--- src/rtl/cpth_pkg.sv ---
// ----------------------------------------------------------------------------
// cpth_pkg
// Shared types and constants of the console palette to host color converter.
// ----------------------------------------------------------------------------
package cpth_pkg;

    localparam int ENTRY_COUNT_DEF = 32;
    localparam int RAM_WIDTH       = 8;
    localparam int RAM_DEPTH       = 64;
    localparam int RAM_AW          = 6;
    localparam int QUEUE_DEPTH     = 2;

    typedef enum logic [1:0] {
        MODE_WRITE  = 2'd0,
        MODE_CLEAR  = 2'd1,
        MODE_RELOAD = 2'd2,
        MODE_UNUSED = 2'd3
    } t_mode;

    typedef enum logic [1:0] {
        CFG_MACHINE_KIND = 2'd0,
        CFG_GUI_FORMAT   = 2'd1,
        CFG_GAME_FORMAT  = 2'd2,
        CFG_NONE         = 2'd3
    } t_cfg_index;

    typedef enum logic [2:0] {
        FMT_RGB565 = 3'd0,
        FMT_RGB555 = 3'd1,
        FMT_BGR565 = 3'd2,
        FMT_BGR555 = 3'd3,
        FMT_ARGB   = 3'd4,
        FMT_RGBA   = 3'd5,
        FMT_ABGR   = 3'd6,
        FMT_NONE   = 3'd7
    } t_format;

    localparam logic MACHINE_SMS = 1'b0;
    localparam logic MACHINE_GG  = 1'b1;

    typedef struct packed {
        logic [1:0] mode;
        logic [5:0] ram_address;
        logic [7:0] ram_data;
    } t_in_item;

    typedef struct packed {
        logic [4:0]  entry_index;
        logic [7:0]  red;
        logic [7:0]  green;
        logic [7:0]  blue;
        logic [31:0] gui_color;
        logic [15:0] game_color;
        logic        last_entry;
    } t_out_item;

    typedef struct packed {
        logic [1:0] index;
        logic [2:0] value;
    } t_cfg_wr;

    typedef struct packed {
        logic       machine_kind;
        logic [2:0] gui_format;
        logic [2:0] game_format;
    } t_cfg;

    typedef struct packed {
        logic              is_reload;
        logic [RAM_AW-1:0] addr;
        logic [7:0]        data;
    } t_cmd;

endpackage

--- src/rtl/cpth_if.sv ---
// ----------------------------------------------------------------------------
// cpth_if
// Valid/ready channels of the converter: input items, results, config writes.
// ----------------------------------------------------------------------------
interface cpth_in_if;
    logic               valid;
    logic               ready;
    cpth_pkg::t_in_item data;

    modport source (output valid, output data, input ready);
    modport sink   (input valid, input data, output ready);
endinterface

interface cpth_out_if;
    logic                valid;
    logic                ready;
    cpth_pkg::t_out_item data;

    modport source (output valid, output data, input ready);
    modport sink   (input valid, input data, output ready);
endinterface

interface cpth_cfg_if;
    logic              valid;
    logic              ready;
    cpth_pkg::t_cfg_wr data;

    modport source (output valid, output data, input ready);
    modport sink   (input valid, input data, output ready);
endinterface

--- src/rtl/cpth_ram.sv ---
// ----------------------------------------------------------------------------
// cpth_ram
// Generic RAM, one write port and two registered read ports with enable.
// ----------------------------------------------------------------------------
module cpth_ram #(
    parameter int WIDTH = 8,
    parameter int DEPTH = 64
) (
    input  logic                     i_clk,
    input  logic                     i_we,
    input  logic [$clog2(DEPTH)-1:0] i_waddr,
    input  logic [WIDTH-1:0]         i_wdata,
    input  logic                     i_re,
    input  logic [$clog2(DEPTH)-1:0] i_raddr_a,
    input  logic [$clog2(DEPTH)-1:0] i_raddr_b,
    output logic [WIDTH-1:0]         o_rdata_a,
    output logic [WIDTH-1:0]         o_rdata_b
);

    logic [WIDTH-1:0] r_mem [DEPTH];

    always_ff @(posedge i_clk) begin
        if (i_we) begin
            r_mem[i_waddr] <= i_wdata;
        end
        if (i_re) begin
            o_rdata_a <= r_mem[i_raddr_a];
            o_rdata_b <= r_mem[i_raddr_b];
        end
    end

endmodule

--- src/rtl/cpth_front.sv ---
// ----------------------------------------------------------------------------
// cpth_front
// Accepts input items and forwards writes and reloads as commands.
// ----------------------------------------------------------------------------
module cpth_front (
    cpth_in_if.sink             i_in,
    input  logic                i_full,
    output logic                o_push,
    output cpth_pkg::t_cmd      o_cmd
);
    import cpth_pkg::*;

    logic w_is_write;
    logic w_is_reload;

    assign i_in.ready  = !i_full;
    assign w_is_write  = (i_in.data.mode == MODE_WRITE);
    assign w_is_reload = (i_in.data.mode == MODE_RELOAD);

    // clear and unused modes leave nothing visible, so they are dropped here
    assign o_push          = i_in.valid && !i_full && (w_is_write || w_is_reload);
    assign o_cmd.is_reload = w_is_reload;
    assign o_cmd.addr      = i_in.data.ram_address;
    assign o_cmd.data      = i_in.data.ram_data;

endmodule

--- src/rtl/cpth_queue.sv ---
// ----------------------------------------------------------------------------
// cpth_queue
// Short command queue between the front and the back.
// ----------------------------------------------------------------------------
module cpth_queue #(
    parameter int DEPTH = cpth_pkg::QUEUE_DEPTH
) (
    input  logic           i_clk,
    input  logic           i_rst_n,
    input  logic           i_push,
    input  cpth_pkg::t_cmd i_cmd,
    output logic           o_full,
    input  logic           i_pop,
    output logic           o_empty,
    output cpth_pkg::t_cmd o_cmd
);
    import cpth_pkg::*;

    localparam int PW = (DEPTH > 1) ? $clog2(DEPTH) : 1;
    localparam int CW = $clog2(DEPTH + 1);

    t_cmd          r_slot [DEPTH];
    logic [PW-1:0] r_wr_ptr;
    logic [PW-1:0] r_rd_ptr;
    logic [CW-1:0] r_count;
    logic [PW-1:0] n_wr_ptr;
    logic [PW-1:0] n_rd_ptr;
    logic [CW-1:0] n_count;

    assign o_full  = (r_count == CW'(DEPTH));
    assign o_empty = (r_count == '0);
    assign o_cmd   = r_slot[r_rd_ptr];

    always_comb begin
        n_wr_ptr = r_wr_ptr;
        n_rd_ptr = r_rd_ptr;
        n_count  = r_count;
        if (i_push) begin
            n_wr_ptr = (r_wr_ptr == PW'(DEPTH - 1)) ? '0 : r_wr_ptr + 1'b1;
        end
        if (i_pop) begin
            n_rd_ptr = (r_rd_ptr == PW'(DEPTH - 1)) ? '0 : r_rd_ptr + 1'b1;
        end
        if (i_push && !i_pop) begin
            n_count = r_count + 1'b1;
        end else if (!i_push && i_pop) begin
            n_count = r_count - 1'b1;
        end
    end

    always_ff @(posedge i_clk) begin
        if (!i_rst_n) begin
            r_wr_ptr <= '0;
            r_rd_ptr <= '0;
            r_count  <= '0;
        end else begin
            r_wr_ptr <= n_wr_ptr;
            r_rd_ptr <= n_rd_ptr;
            r_count  <= n_count;
        end
    end

    always_ff @(posedge i_clk) begin
        if (i_push) begin
            r_slot[r_wr_ptr] <= i_cmd;
        end
    end

endmodule

--- src/rtl/cpth_back.sv ---
// ----------------------------------------------------------------------------
// cpth_back
// Executes commands: palette byte writes and reload walks with color packing.
// ----------------------------------------------------------------------------
module cpth_back #(
    parameter int ENTRY_COUNT = cpth_pkg::ENTRY_COUNT_DEF
) (
    input  logic           i_clk,
    input  logic           i_rst_n,
    input  cpth_pkg::t_cfg i_cfg,
    input  logic           i_empty,
    input  cpth_pkg::t_cmd i_cmd,
    output logic           o_pop,
    cpth_out_if.source     o_out
);
    import cpth_pkg::*;

    localparam int CW = (ENTRY_COUNT > 1) ? $clog2(ENTRY_COUNT) : 1;

    logic                 r_busy;
    logic [CW-1:0]        r_idx;
    logic                 r_pend;
    logic [4:0]           r_pend_idx;
    logic                 r_pend_last;
    logic [RAM_DEPTH-1:0] r_valid;
    logic                 r_va;
    logic                 r_vb;
    logic                 r_out_valid;
    t_out_item            r_out;

    logic [6:0]           w_idx_ext;
    logic [RAM_AW-1:0]    w_addr_a;
    logic [RAM_AW-1:0]    w_addr_b;
    logic [7:0]           w_rdata_a;
    logic [7:0]           w_rdata_b;
    logic [7:0]           w_byte_a;
    logic [7:0]           w_byte_b;
    logic                 w_we;
    logic                 w_issue;
    logic                 w_load;
    logic                 w_last;
    logic [7:0]           w_r;
    logic [7:0]           w_g;
    logic [7:0]           w_b;
    logic [31:0]          w_game_full;
    t_out_item            w_out;

    function automatic logic [31:0] pack_color(
        input logic [2:0] fmt,
        input logic [7:0] r,
        input logic [7:0] g,
        input logic [7:0] b
    );
        logic [31:0] res;
        case (fmt)
            FMT_RGB565: res = {16'h0000, r[7:3], g[7:2], b[7:3]};
            FMT_RGB555: res = {17'h00000, r[7:3], g[7:3], b[7:3]};
            FMT_BGR565: res = {16'h0000, b[7:3], g[7:2], r[7:3]};
            FMT_BGR555: res = {17'h00000, b[7:3], g[7:3], r[7:3]};
            FMT_ARGB:   res = {8'hFF, r, g, b};
            FMT_RGBA:   res = {r, g, b, 8'hFF};
            FMT_ABGR:   res = {8'hFF, b, g, r};
            default:    res = 32'h0000_0000;
        endcase
        return res;
    endfunction

    assign w_idx_ext = 7'(r_idx);
    assign w_addr_a  = (i_cfg.machine_kind == MACHINE_GG) ? {w_idx_ext[4:0], 1'b0}
                                                          : w_idx_ext[5:0];
    assign w_addr_b  = {w_idx_ext[4:0], 1'b1};
    assign w_last    = (r_idx == CW'(ENTRY_COUNT - 1));

    assign o_pop   = !r_busy && !i_empty;
    assign w_we    = o_pop && !i_cmd.is_reload;
    assign w_load  = r_pend && (!r_out_valid || o_out.ready);
    assign w_issue = r_busy && (!r_pend || w_load);

    cpth_ram #(
        .WIDTH (RAM_WIDTH),
        .DEPTH (RAM_DEPTH)
    ) u_ram (
        .i_clk     (i_clk),
        .i_we      (w_we),
        .i_waddr   (i_cmd.addr),
        .i_wdata   (i_cmd.data),
        .i_re      (w_issue),
        .i_raddr_a (w_addr_a),
        .i_raddr_b (w_addr_b),
        .o_rdata_a (w_rdata_a),
        .o_rdata_b (w_rdata_b)
    );

    // never-written bytes read as zero
    assign w_byte_a = r_va ? w_rdata_a : 8'h00;
    assign w_byte_b = r_vb ? w_rdata_b : 8'h00;

    always_comb begin
        if (i_cfg.machine_kind == MACHINE_GG) begin
            w_r = {2{w_byte_a[3:0]}};
            w_g = {2{w_byte_a[7:4]}};
            w_b = {2{w_byte_b[3:0]}};
        end else begin
            w_r = {4{w_byte_a[1:0]}};
            w_g = {4{w_byte_a[3:2]}};
            w_b = {4{w_byte_a[5:4]}};
        end
    end

    assign w_game_full       = pack_color(i_cfg.game_format, w_r, w_g, w_b);
    assign w_out.entry_index = r_pend_idx;
    assign w_out.red         = w_r;
    assign w_out.green       = w_g;
    assign w_out.blue        = w_b;
    assign w_out.gui_color   = pack_color(i_cfg.gui_format, w_r, w_g, w_b);
    assign w_out.game_color  = w_game_full[15:0];
    assign w_out.last_entry  = r_pend_last;

    always_ff @(posedge i_clk) begin
        if (!i_rst_n) begin
            r_busy      <= 1'b0;
            r_idx       <= '0;
            r_pend      <= 1'b0;
            r_valid     <= '0;
            r_out_valid <= 1'b0;
        end else begin
            if (o_pop && i_cmd.is_reload) begin
                r_busy <= 1'b1;
                r_idx  <= '0;
            end else if (w_issue) begin
                if (w_last) begin
                    r_busy <= 1'b0;
                end else begin
                    r_idx <= r_idx + 1'b1;
                end
            end
            if (w_we) begin
                r_valid[i_cmd.addr] <= 1'b1;
            end
            if (w_issue) begin
                r_pend <= 1'b1;
            end else if (w_load) begin
                r_pend <= 1'b0;
            end
            if (w_load) begin
                r_out_valid <= 1'b1;
            end else if (o_out.ready) begin
                r_out_valid <= 1'b0;
            end
        end
    end

    always_ff @(posedge i_clk) begin
        if (w_issue) begin
            r_pend_idx  <= w_idx_ext[4:0];
            r_pend_last <= w_last;
            r_va        <= r_valid[w_addr_a];
            r_vb        <= r_valid[w_addr_b];
        end
        if (w_load) begin
            r_out <= w_out;
        end
    end

    assign o_out.valid = r_out_valid;
    assign o_out.data  = r_out;

endmodule

--- src/rtl/console_palette_to_host_color.sv ---
// ----------------------------------------------------------------------------
// console_palette_to_host_color
// Console palette RAM with conversion of every entry to host pixel formats.
//
//   port    dir  payload       role
//   i_in    in   t_in_item     write byte, clear, reload commands
//   o_out   out  t_out_item    one beat per entry on a reload
//   i_cfg   in   t_cfg_wr      machine kind and pixel formats
//
// a write is done in the back end as its command is popped; a reload gives
// one beat per cycle per entry (ENTRY_COUNT beats) while the sink keeps up,
// read through the RAM read register and held in an output register;
// a stalled sink stops the walk, and a full command queue stalls i_in
// synchronous reset clears the palette to zero; config writes always accepted
// ----------------------------------------------------------------------------
module console_palette_to_host_color #(
    parameter int ENTRY_COUNT = cpth_pkg::ENTRY_COUNT_DEF
) (
    input  logic        i_clk,
    input  logic        i_rst_n,
    cpth_in_if.sink     i_in,
    cpth_out_if.source  o_out,
    cpth_cfg_if.sink    i_cfg
);
    import cpth_pkg::*;

    t_cfg r_cfg;
    logic w_push;
    t_cmd w_push_cmd;
    logic w_full;
    logic w_pop;
    logic w_empty;
    t_cmd w_head_cmd;

    assign i_cfg.ready = 1'b1;

    always_ff @(posedge i_clk) begin
        if (!i_rst_n) begin
            r_cfg <= '0;
        end else if (i_cfg.valid) begin
            case (i_cfg.data.index)
                CFG_MACHINE_KIND: r_cfg.machine_kind <= i_cfg.data.value[0];
                CFG_GUI_FORMAT:   r_cfg.gui_format   <= i_cfg.data.value;
                CFG_GAME_FORMAT:  r_cfg.game_format  <= i_cfg.data.value;
                default: begin
                end
            endcase
        end
    end

    cpth_front u_front (
        .i_in   (i_in),
        .i_full (w_full),
        .o_push (w_push),
        .o_cmd  (w_push_cmd)
    );

    cpth_queue #(
        .DEPTH (QUEUE_DEPTH)
    ) u_queue (
        .i_clk   (i_clk),
        .i_rst_n (i_rst_n),
        .i_push  (w_push),
        .i_cmd   (w_push_cmd),
        .o_full  (w_full),
        .i_pop   (w_pop),
        .o_empty (w_empty),
        .o_cmd   (w_head_cmd)
    );

    cpth_back #(
        .ENTRY_COUNT (ENTRY_COUNT)
    ) u_back (
        .i_clk   (i_clk),
        .i_rst_n (i_rst_n),
        .i_cfg   (r_cfg),
        .i_empty (w_empty),
        .i_cmd   (w_head_cmd),
        .o_pop   (w_pop),
        .o_out   (o_out)
    );

endmodule
--- src/flat_wrapper.sv ---
// flat-port wrapper written by rule: the top's interface ports become plain ports
module console_palette_to_host_color_flat import cpth_pkg::*;
#(
    parameter int ENTRY_COUNT = cpth_pkg::ENTRY_COUNT_DEF
)
  (i_clk, i_rst_n, i_in_valid, i_in_data, i_in_ready, o_out_valid, o_out_data, o_out_ready, i_cfg_valid, i_cfg_data, i_cfg_ready);
  cpth_in_if i_in_i ();
  cpth_out_if o_out_i ();
  cpth_cfg_if i_cfg_i ();
  input  logic i_clk;
  input  logic i_rst_n;
  input wire logic [$bits(i_in_i.valid)-1:0] i_in_valid;
  input wire logic [$bits(i_in_i.data)-1:0] i_in_data;
  output wire logic [$bits(i_in_i.ready)-1:0] i_in_ready;
  output wire logic [$bits(o_out_i.valid)-1:0] o_out_valid;
  output wire logic [$bits(o_out_i.data)-1:0] o_out_data;
  input wire logic [$bits(o_out_i.ready)-1:0] o_out_ready;
  input wire logic [$bits(i_cfg_i.valid)-1:0] i_cfg_valid;
  input wire logic [$bits(i_cfg_i.data)-1:0] i_cfg_data;
  output wire logic [$bits(i_cfg_i.ready)-1:0] i_cfg_ready;
  assign i_in_i.valid = i_in_valid;
  assign i_in_i.data = i_in_data;
  assign i_in_ready = i_in_i.ready;
  assign o_out_valid = o_out_i.valid;
  assign o_out_data = o_out_i.data;
  assign o_out_i.ready = o_out_ready;
  assign i_cfg_i.valid = i_cfg_valid;
  assign i_cfg_i.data = i_cfg_data;
  assign i_cfg_ready = i_cfg_i.ready;
  console_palette_to_host_color #(.ENTRY_COUNT(ENTRY_COUNT)) u_core (.i_clk(i_clk), .i_rst_n(i_rst_n), .i_in(i_in_i), .o_out(o_out_i), .i_cfg(i_cfg_i));
endmodule
--- config.mk ---
export PLATFORM = sky130hd
export DESIGN_NAME = console_palette_to_host_color_flat
export DESIGN_NICKNAME = d
export VERILOG_FILES = /design/src/rtl/cpth_pkg.sv /design/src/rtl/cpth_if.sv /design/src/rtl/cpth_ram.sv /design/src/rtl/cpth_front.sv /design/src/rtl/cpth_queue.sv /design/src/rtl/cpth_back.sv /design/src/rtl/console_palette_to_host_color.sv /design/src/flat_wrapper.sv
export SDC_FILE = /design/constraint.sdc
export NUM_CORES = 1
export LEC_CHECK = 0
export BUFFER_PORTS_ARGS = -buffer_cell sky130_fd_sc_hd__buf_2
export CAP_MARGIN = 20
export CORE_MARGIN = 4
export CORE_UTILIZATION = 35
export CTS_CLUSTER_DIAMETER = 100
export DETAILED_ROUTE_END_ITERATION = 6
export GPL_TIMING_DRIVEN = 0
export PLACE_DENSITY = 0.6
export REMOVE_ABC_BUFFERS = 1
export SKIP_CTS_REPAIR_TIMING = 1
export SKIP_LAST_GASP = 1
export SYNTH_ARGS = -nofsm -noshare
export SYNTH_HDL_FRONTEND = slang
export SYNTH_SLANG_ARGS = --single-unit
--- constraint.sdc ---
create_clock -name i_clk -period 3.3 [get_ports i_clk]
set_clock_uncertainty 0.05 [all_clocks]
set_input_delay 0.33 -clock i_clk [delete_from_list [all_inputs] [get_ports i_clk]]
set_output_delay 0.33 -clock i_clk [all_outputs]
set_load 0.02 [all_outputs]
# Word-level counts from Yosys, hierarchy flattened
# Memories as Yosys holds them, arrays and structs flattened. A register that Yosys moved wholly into a read port is not among the register bits.
# Index checks and enable logic that the tools add are counted.
# totals
register_bits	169
ramBits	542
input_bits	26
output_inout_bits	81
elab_cells	121
memories	2
# classes
n_addsub	5
order_cmp	4
eq_ne	17
n_mux	31
bitwise	3
n_reduce_logical	37
# memory_table
name	depth	word_bits	rd	rd_clocked_by_memory_dff	write_ports	line	text
u_core.u_back.u_ram.r_mem	64	8	2	2	1	cpth_ram.sv:20	logic [WIDTH-1:0] r_mem [DEPTH];
u_core.u_queue.r_slot	2	15	1	1	1	cpth_queue.sv:22	t_cmd r_slot [DEPTH];
# ops
operator	count
case mux 32 bit (7 select lines)	1
case mux 16 bit (7 select lines)	1
OR 64 bit	1
two-way mux 8 bit	4
less-than comparator 6 x 7 -> 1 bit, second input constant	3
equality test 3 bit, second input constant	6
two-way mux 1 bit	18
equality test 3 x 2 -> 1 bit, second input constant	4
logical AND 1 bit	10
AND reduction 2 bit	5
nonzero test 2 bit	5
logical NOT 1 bit	8
binary-select mux 1 bit (select 6 bit)	1
demux 1 bit (select 6 bit)	1
equality test 2 bit, second input constant	3
equality test 3 x 1 -> 1 bit, second input constant	2
>= comparator 6 x 1 -> 1 bit, second input constant	1
logical NOT 2 bit	3
logical NOT 3 bit	2
two-way mux 6 bit	1
adder 5 x 1 -> 5 bit, second input constant	1
binary-select mux 1 bit (select 5 bit)	1
equality test 5 bit, second input constant	1
two-way mux 2 bit	2
8 further kinds	12

# Depth between registers and ports, before layout
# depth
ltp_word	8
mapped_depth	11
mapped_depth_nobuf	7

# By module
# Synthesis repeated with hierarchy kept, for this count alone.
# hier_totals
cells_unflattened	2049
hier_area_um2	33006.7
# by_module_without_submodules
mod	instances	cells_per_inst	area_per_inst_um2	seq_area_each_um2
cpth_ram	1	1211	24434.7	15855.2
cpth_back	1	721	6849.1	3363.2
cpth_queue	1	69	1301.2	1001.0
console_palette_to_host_color	1	30	286.5	140.1
cpth_front	1	18	135.1	0.0

# Worst setup path before layout
# Ideal clock, no wire load.
# synth_timing
path_kind	reg-to-reg
startpoint	register u_core.u_back.r_out_valid (netlist: u_core.u_back.o_out.valid)
endpoint	register u_core.u_back.r_out, in the netlist u_core.u_back.o_out.data[0], enable pin
setup_ns	0.476
arrival_ns	3.028
required_ns	2.774
path_slack_ns	-0.255
path_stages_with_launch	3
path_cell_list	dfxtp_1 -> nor2b_1 -> nor2b_1
# synth_between
elab_chain_len	3
# synth_rtl
element	line	text
start, declared	cpth_back.sv:28	logic r_out_valid;
start signal, assigned	cpth_back.sv:125	r_out_valid <= 1'b0;
start signal, assigned	cpth_back.sv:146	r_out_valid <= 1'b1;
start signal, assigned	cpth_back.sv:148	r_out_valid <= 1'b0;
logical NOT 1 bit	cpth_back.sv:76	assign w_load = r_pend && (!r_out_valid || o_out.ready);
logical OR 1 bit	cpth_back.sv:76	
logical AND 1 bit	cpth_back.sv:76	
named net u_core.u_back.w_load	cpth_back.sv:40	logic w_load;
end signal, assigned	cpth_back.sv:161	r_out <= w_out;
end, declared	cpth_back.sv:29	t_out_item r_out;
# The timed path passes the listed nets, and every way through them passes these cells.
# A chain may end at the register's enable or synchronous reset.

# Worst setup path after layout
# layout_timing
startpoint	register u_core.u_back.r_idx[0]
endpoint	register u_core.u_back.u_ram.o_rdata_a[0], read port of u_core.u_back.u_ram.r_mem (data pin)
# layout_between
elab_chain_len	1
# layout_rtl
element	line	text
start, declared	cpth_back.sv:21	logic [CW-1:0] r_idx;
start signal, assigned	cpth_back.sv:134	r_idx <= r_idx + 1'b1;
two-way mux 6 bit	cpth_back.sv:69	assign w_addr_a = (i_cfg.machine_kind == MACHINE_GG) ? {w_idx_ext[4:0], 1'b0}
end, declared	cpth_ram.sv:16	output logic [WIDTH-1:0] o_rdata_a,
# No other way between the ends.

==> impl_metrics.csv <==
group,metric,value,unit
outcome,status,"complete, but fails checks",
outcome,violations,"DRC, setup timing",
clock_tree,clk_pin_slew,0.06,ns
cells_and_area,mostFrequentLayoutCells,"603 x edfxtp_1, 153 x nor2_1, 117 x a21oi_1, 114 x o21ai_0, 105 x buf_2",
clock_tree,cts_buffer_depth,3,
sta,layout_min_cycle_time,3.401,ns
route,first_pass_iters,7,
hold_path,min_path_cells,2,
synth,ys_top_cells_by_area,"edfxtp_1 58%, dfxtp_1 5.4%, mux4_2 4.6%",
worst_setup_path,slowest_stage,"dfxtp_4",
route,routed_wl,101100,um
die,die_w,305.5,um
synth,synthDistinctLibCells,79,
grt,grt_pass1_vias,20100,
power,vdd_ir_drop_max,0.0003390,V
worst_setup_path,max_stage_delay,0.50,ns
grt,antenna_found_initial,1,
synth,synth_edf_count,603,
synth,netlist_instances,2276,
sta,relSlewSlack,15.64,%
clock_tree,cts_buffers,74,
clock_tree,cts_tree,"yes",
die,coreArea,0.08729,mm2
cells_and_area,ff_latch_area,0.01981,mm2
sta,report.final.slew_viol_count,0,
die,rows,108,
grt,grt_remaining_overflow,0,
hold_path,min_path_type,"in2reg",
sta,timing.fmax,0.2940,GHz
grt,grt_start_max_net_pins,73,
worst_setup_path,cp.arrival,3.70,ns
synth,syn_avg_cell_area,13.61,um2
worst_setup_path,crit_chain,"buf_12, buf_16, nand2b_4, nand2_4, o22ai_1, o32ai_1, o22ai_1, a31oi_1",
route,route.detailed.drc,1,
worst_setup_path,worstPathRequired,3.60,ns
sta,finalCritPeriodShare,103.1,%
grt,grt_pass1_wl,140200,um
synth,yosys.area.top_type,"edfxtp_1",
die,die_y,305.5,um
clock_tree,cts.sinks,687,
sta,worst_slew_pin_slew,1.261,ns
cells_and_area,nFillCells,7867,
clock_tree,cts_htree_levels,3,
cells_and_area,multi_input_area,0.01018,mm2
worst_setup_path,path_class,"reg2reg",
route,wl_per_cell,28.23,um
sta,hold_slack,0.02431,ns
clock_tree,cts_root_buffer,"clkbuf_16",
clock_tree,worstSkewPairLatency,0.61,ns
power,powerDensity,626.8,mW/mm2
placement,place_congestion,0.8965,
synth,synth_top_area_share,58.45,%
synth,syn-cell-area,0.03098,mm2
route,routed_via_density,6.088,
cells_and_area,layout-drive-gt1-share,20.52,%
synth,synth_flop_cell,"edfxtp_1",
synth,ys_ff_latch,687,
sta,hold_viol,0,
cells_and_area,final_common_cell,"edfxtp_1",
synth,synth-seq-area-share,63.88,%
placement,portBuffers,105,
synth,synth_warnings,0,
die,ios,107,
cells_and_area,final_nets,2397,
route,drtAntennaViolNets,0,
placement,placed_area,0.03272,mm2
worst_setup_path,crit_top_cell,"o22ai_1",
die,initial_core_util,35.49,%
sta,rsz0062_at_grt,"true",
worst_setup_path,cp-end-kind,"flip-flop",
worst_setup_path,reg2regPathDepth,8,
synth,synthArstFlopShare,0,%
sta,fin_ws,-0.1013,ns
power,power_leakage,11.46,nW
placement,dpl.hpwl,62930,um
cells_and_area,antenna_cells,0,
route,routed-via-count,21810,
job,cap_violations,0,
worst_setup_path,worst_setup_path_start_kind,"flip-flop",
route,drt_iter0_drc,3433,
worst_setup_path,cp_max_fo,72,
die,dieArea,0.09334,mm2
cells_and_area,postLayoutCellArea,0.03615,mm2
grt,track_usage,20.20,%
sta,setup_viol,2,
cells_and_area,syn_to_final_growth,16.69,%
-- power by group --
group	switching, W	leakage (nW)	internal, W	total [W]
Sequential	0.000171	6.13	0.0101	0.0103
Combinational	0.00272	4.17	0.00143	0.00415
Clock	0.00337	1.17	0.00483	0.00820
Total	0.00627	11.5	0.0164	0.0227
-- cell families (layout without fill, tap and decap cells) --
group                      Yosys count  after routing  share of synthesized area (%)
xor gates and xnor gates             6              6                         0.1696
DFF                                687            687                          63.88
and+or+nand+nor                    462            463                          7.084
muxes                              211            211                          9.576
buffers and inverters              236            386                          4.140
AOI/OAI and AO/OA                  669            669                          14.99
adders and majority gates            4              4                         0.1535
other                                1              1                        0.01210
-- metrics by stage --
stage / worst slack (ns) / setup TNS (ns) / instances / power (W) / utilization (%)
after global placement: -16.01 / -470.14 / 3336 / 0.01356 / 36.43
after floorplan: -8.566 / -176.32 / 2076 / 0.01286 / -
final: -0.1013 / -0.1036 / 3582 / 0.02266 / 41.41
after detailed placement: -1.300 / -31.01 / 3377 / 0.01425 / 37.49
after global routing: -0.03196 / -0.03196 / 3582 / 0.02332 / 41.41
after CTS: -1.321 / -30.30 / 3512 / 0.02238 / 40.22
-- synthesized netlist by cell type, drive strengths merged, types with 28 or more instances --
| cell | n |
|---|---|
| dfxtp | 84 |
| mux4 | 63 |
| o22ai | 57 |
| nor2b | 39 |
| nand2b | 37 |
| o221ai | 60 |
| o21a | 85 |
| o211ai | 34 |
| inv | 35 |
| edfxtp | 603 |
| clkbuf | 57 |
| buf | 143 |
| nor2 | 179 |
| o21ai | 116 |
| mux2 | 47 |
| nor3 | 28 |
| nand2 | 88 |
| mux2i | 101 |
| a21oi | 119 |
-- worst max-delay path: cells and delay by family (launching register included) --
kind,cells,cell delay (ns)
AO/OA/AOI/OAI,4,1.25
buffers and inverters,2,0.48
flip-flops,1,0.50
AND/OR/NAND/NOR,2,0.81
-- registers in the layout (all words and copies together) (netlist names), 2 cells and up, named ones only --
signal / count
u_core.u_back.u_ram.r_mem: 497
u_core.u_back.r_valid: 64
u_core.u_back.o_out.data: 56
u_core.u_queue.r_slot: 30
u_core.u_back.u_ram.o_rdata_a: 8
u_core.r_cfg: 7
u_core.u_back.r_idx: 5
u_core.u_back.r_pend_idx: 5
u_core.u_back.u_ram.o_rdata_b: 4
u_core.u_queue.r_count: 2
-- path summary, 6_finish.rpt --
| check | to | startpoint | slack [ns] |
|---|---|---|---|
| max | u_core.u_back.u_ram.o_rdata_a[0]$_DFFE_PP_ | u_core.u_back.r_idx[0]$_SDFFE_PP0P_ | -0.10 |
| min | u_core.u_queue.r_slot[1][14]$_DFFE_PP_ | i_in_data[15] | 0.02 |
| max reg2reg | u_core.u_back.u_ram.o_rdata_a[0]$_DFFE_PP_ | u_core.u_back.r_idx[0]$_SDFFE_PP0P_ | -0.10 |
| min reg2reg | u_core.u_back.o_out.data[74]$_DFFE_PP_ | u_core.u_back.r_pend_idx[1]$_DFFE_PP_ | 0.37 |
-- cell type report --
| type | instances | share of cell area [%] |
|---|---|---|
| Clock inverter | 32 | 0.8168 |
| Multi-Input combinational cell | 1354 | 28.17 |
| Sequential cell | 687 | 54.79 |
| Clock buffer | 103 | 5.794 |
| Tap cell | 1155 | 3.998 |
| Inverter | 36 | 0.4015 |
| Timing Repair Buffer | 215 | 6.036 |
-- per-layer routing --
metal	share of wire [%]	GRT usage, %	routed length, um
met5	0	0	0
met3	12	4.860	11850
met1	38	27.12	38900
met4	3.9	7.991	3925
met2	46	31.75	46450
Power figures use the tool's default switching activity.
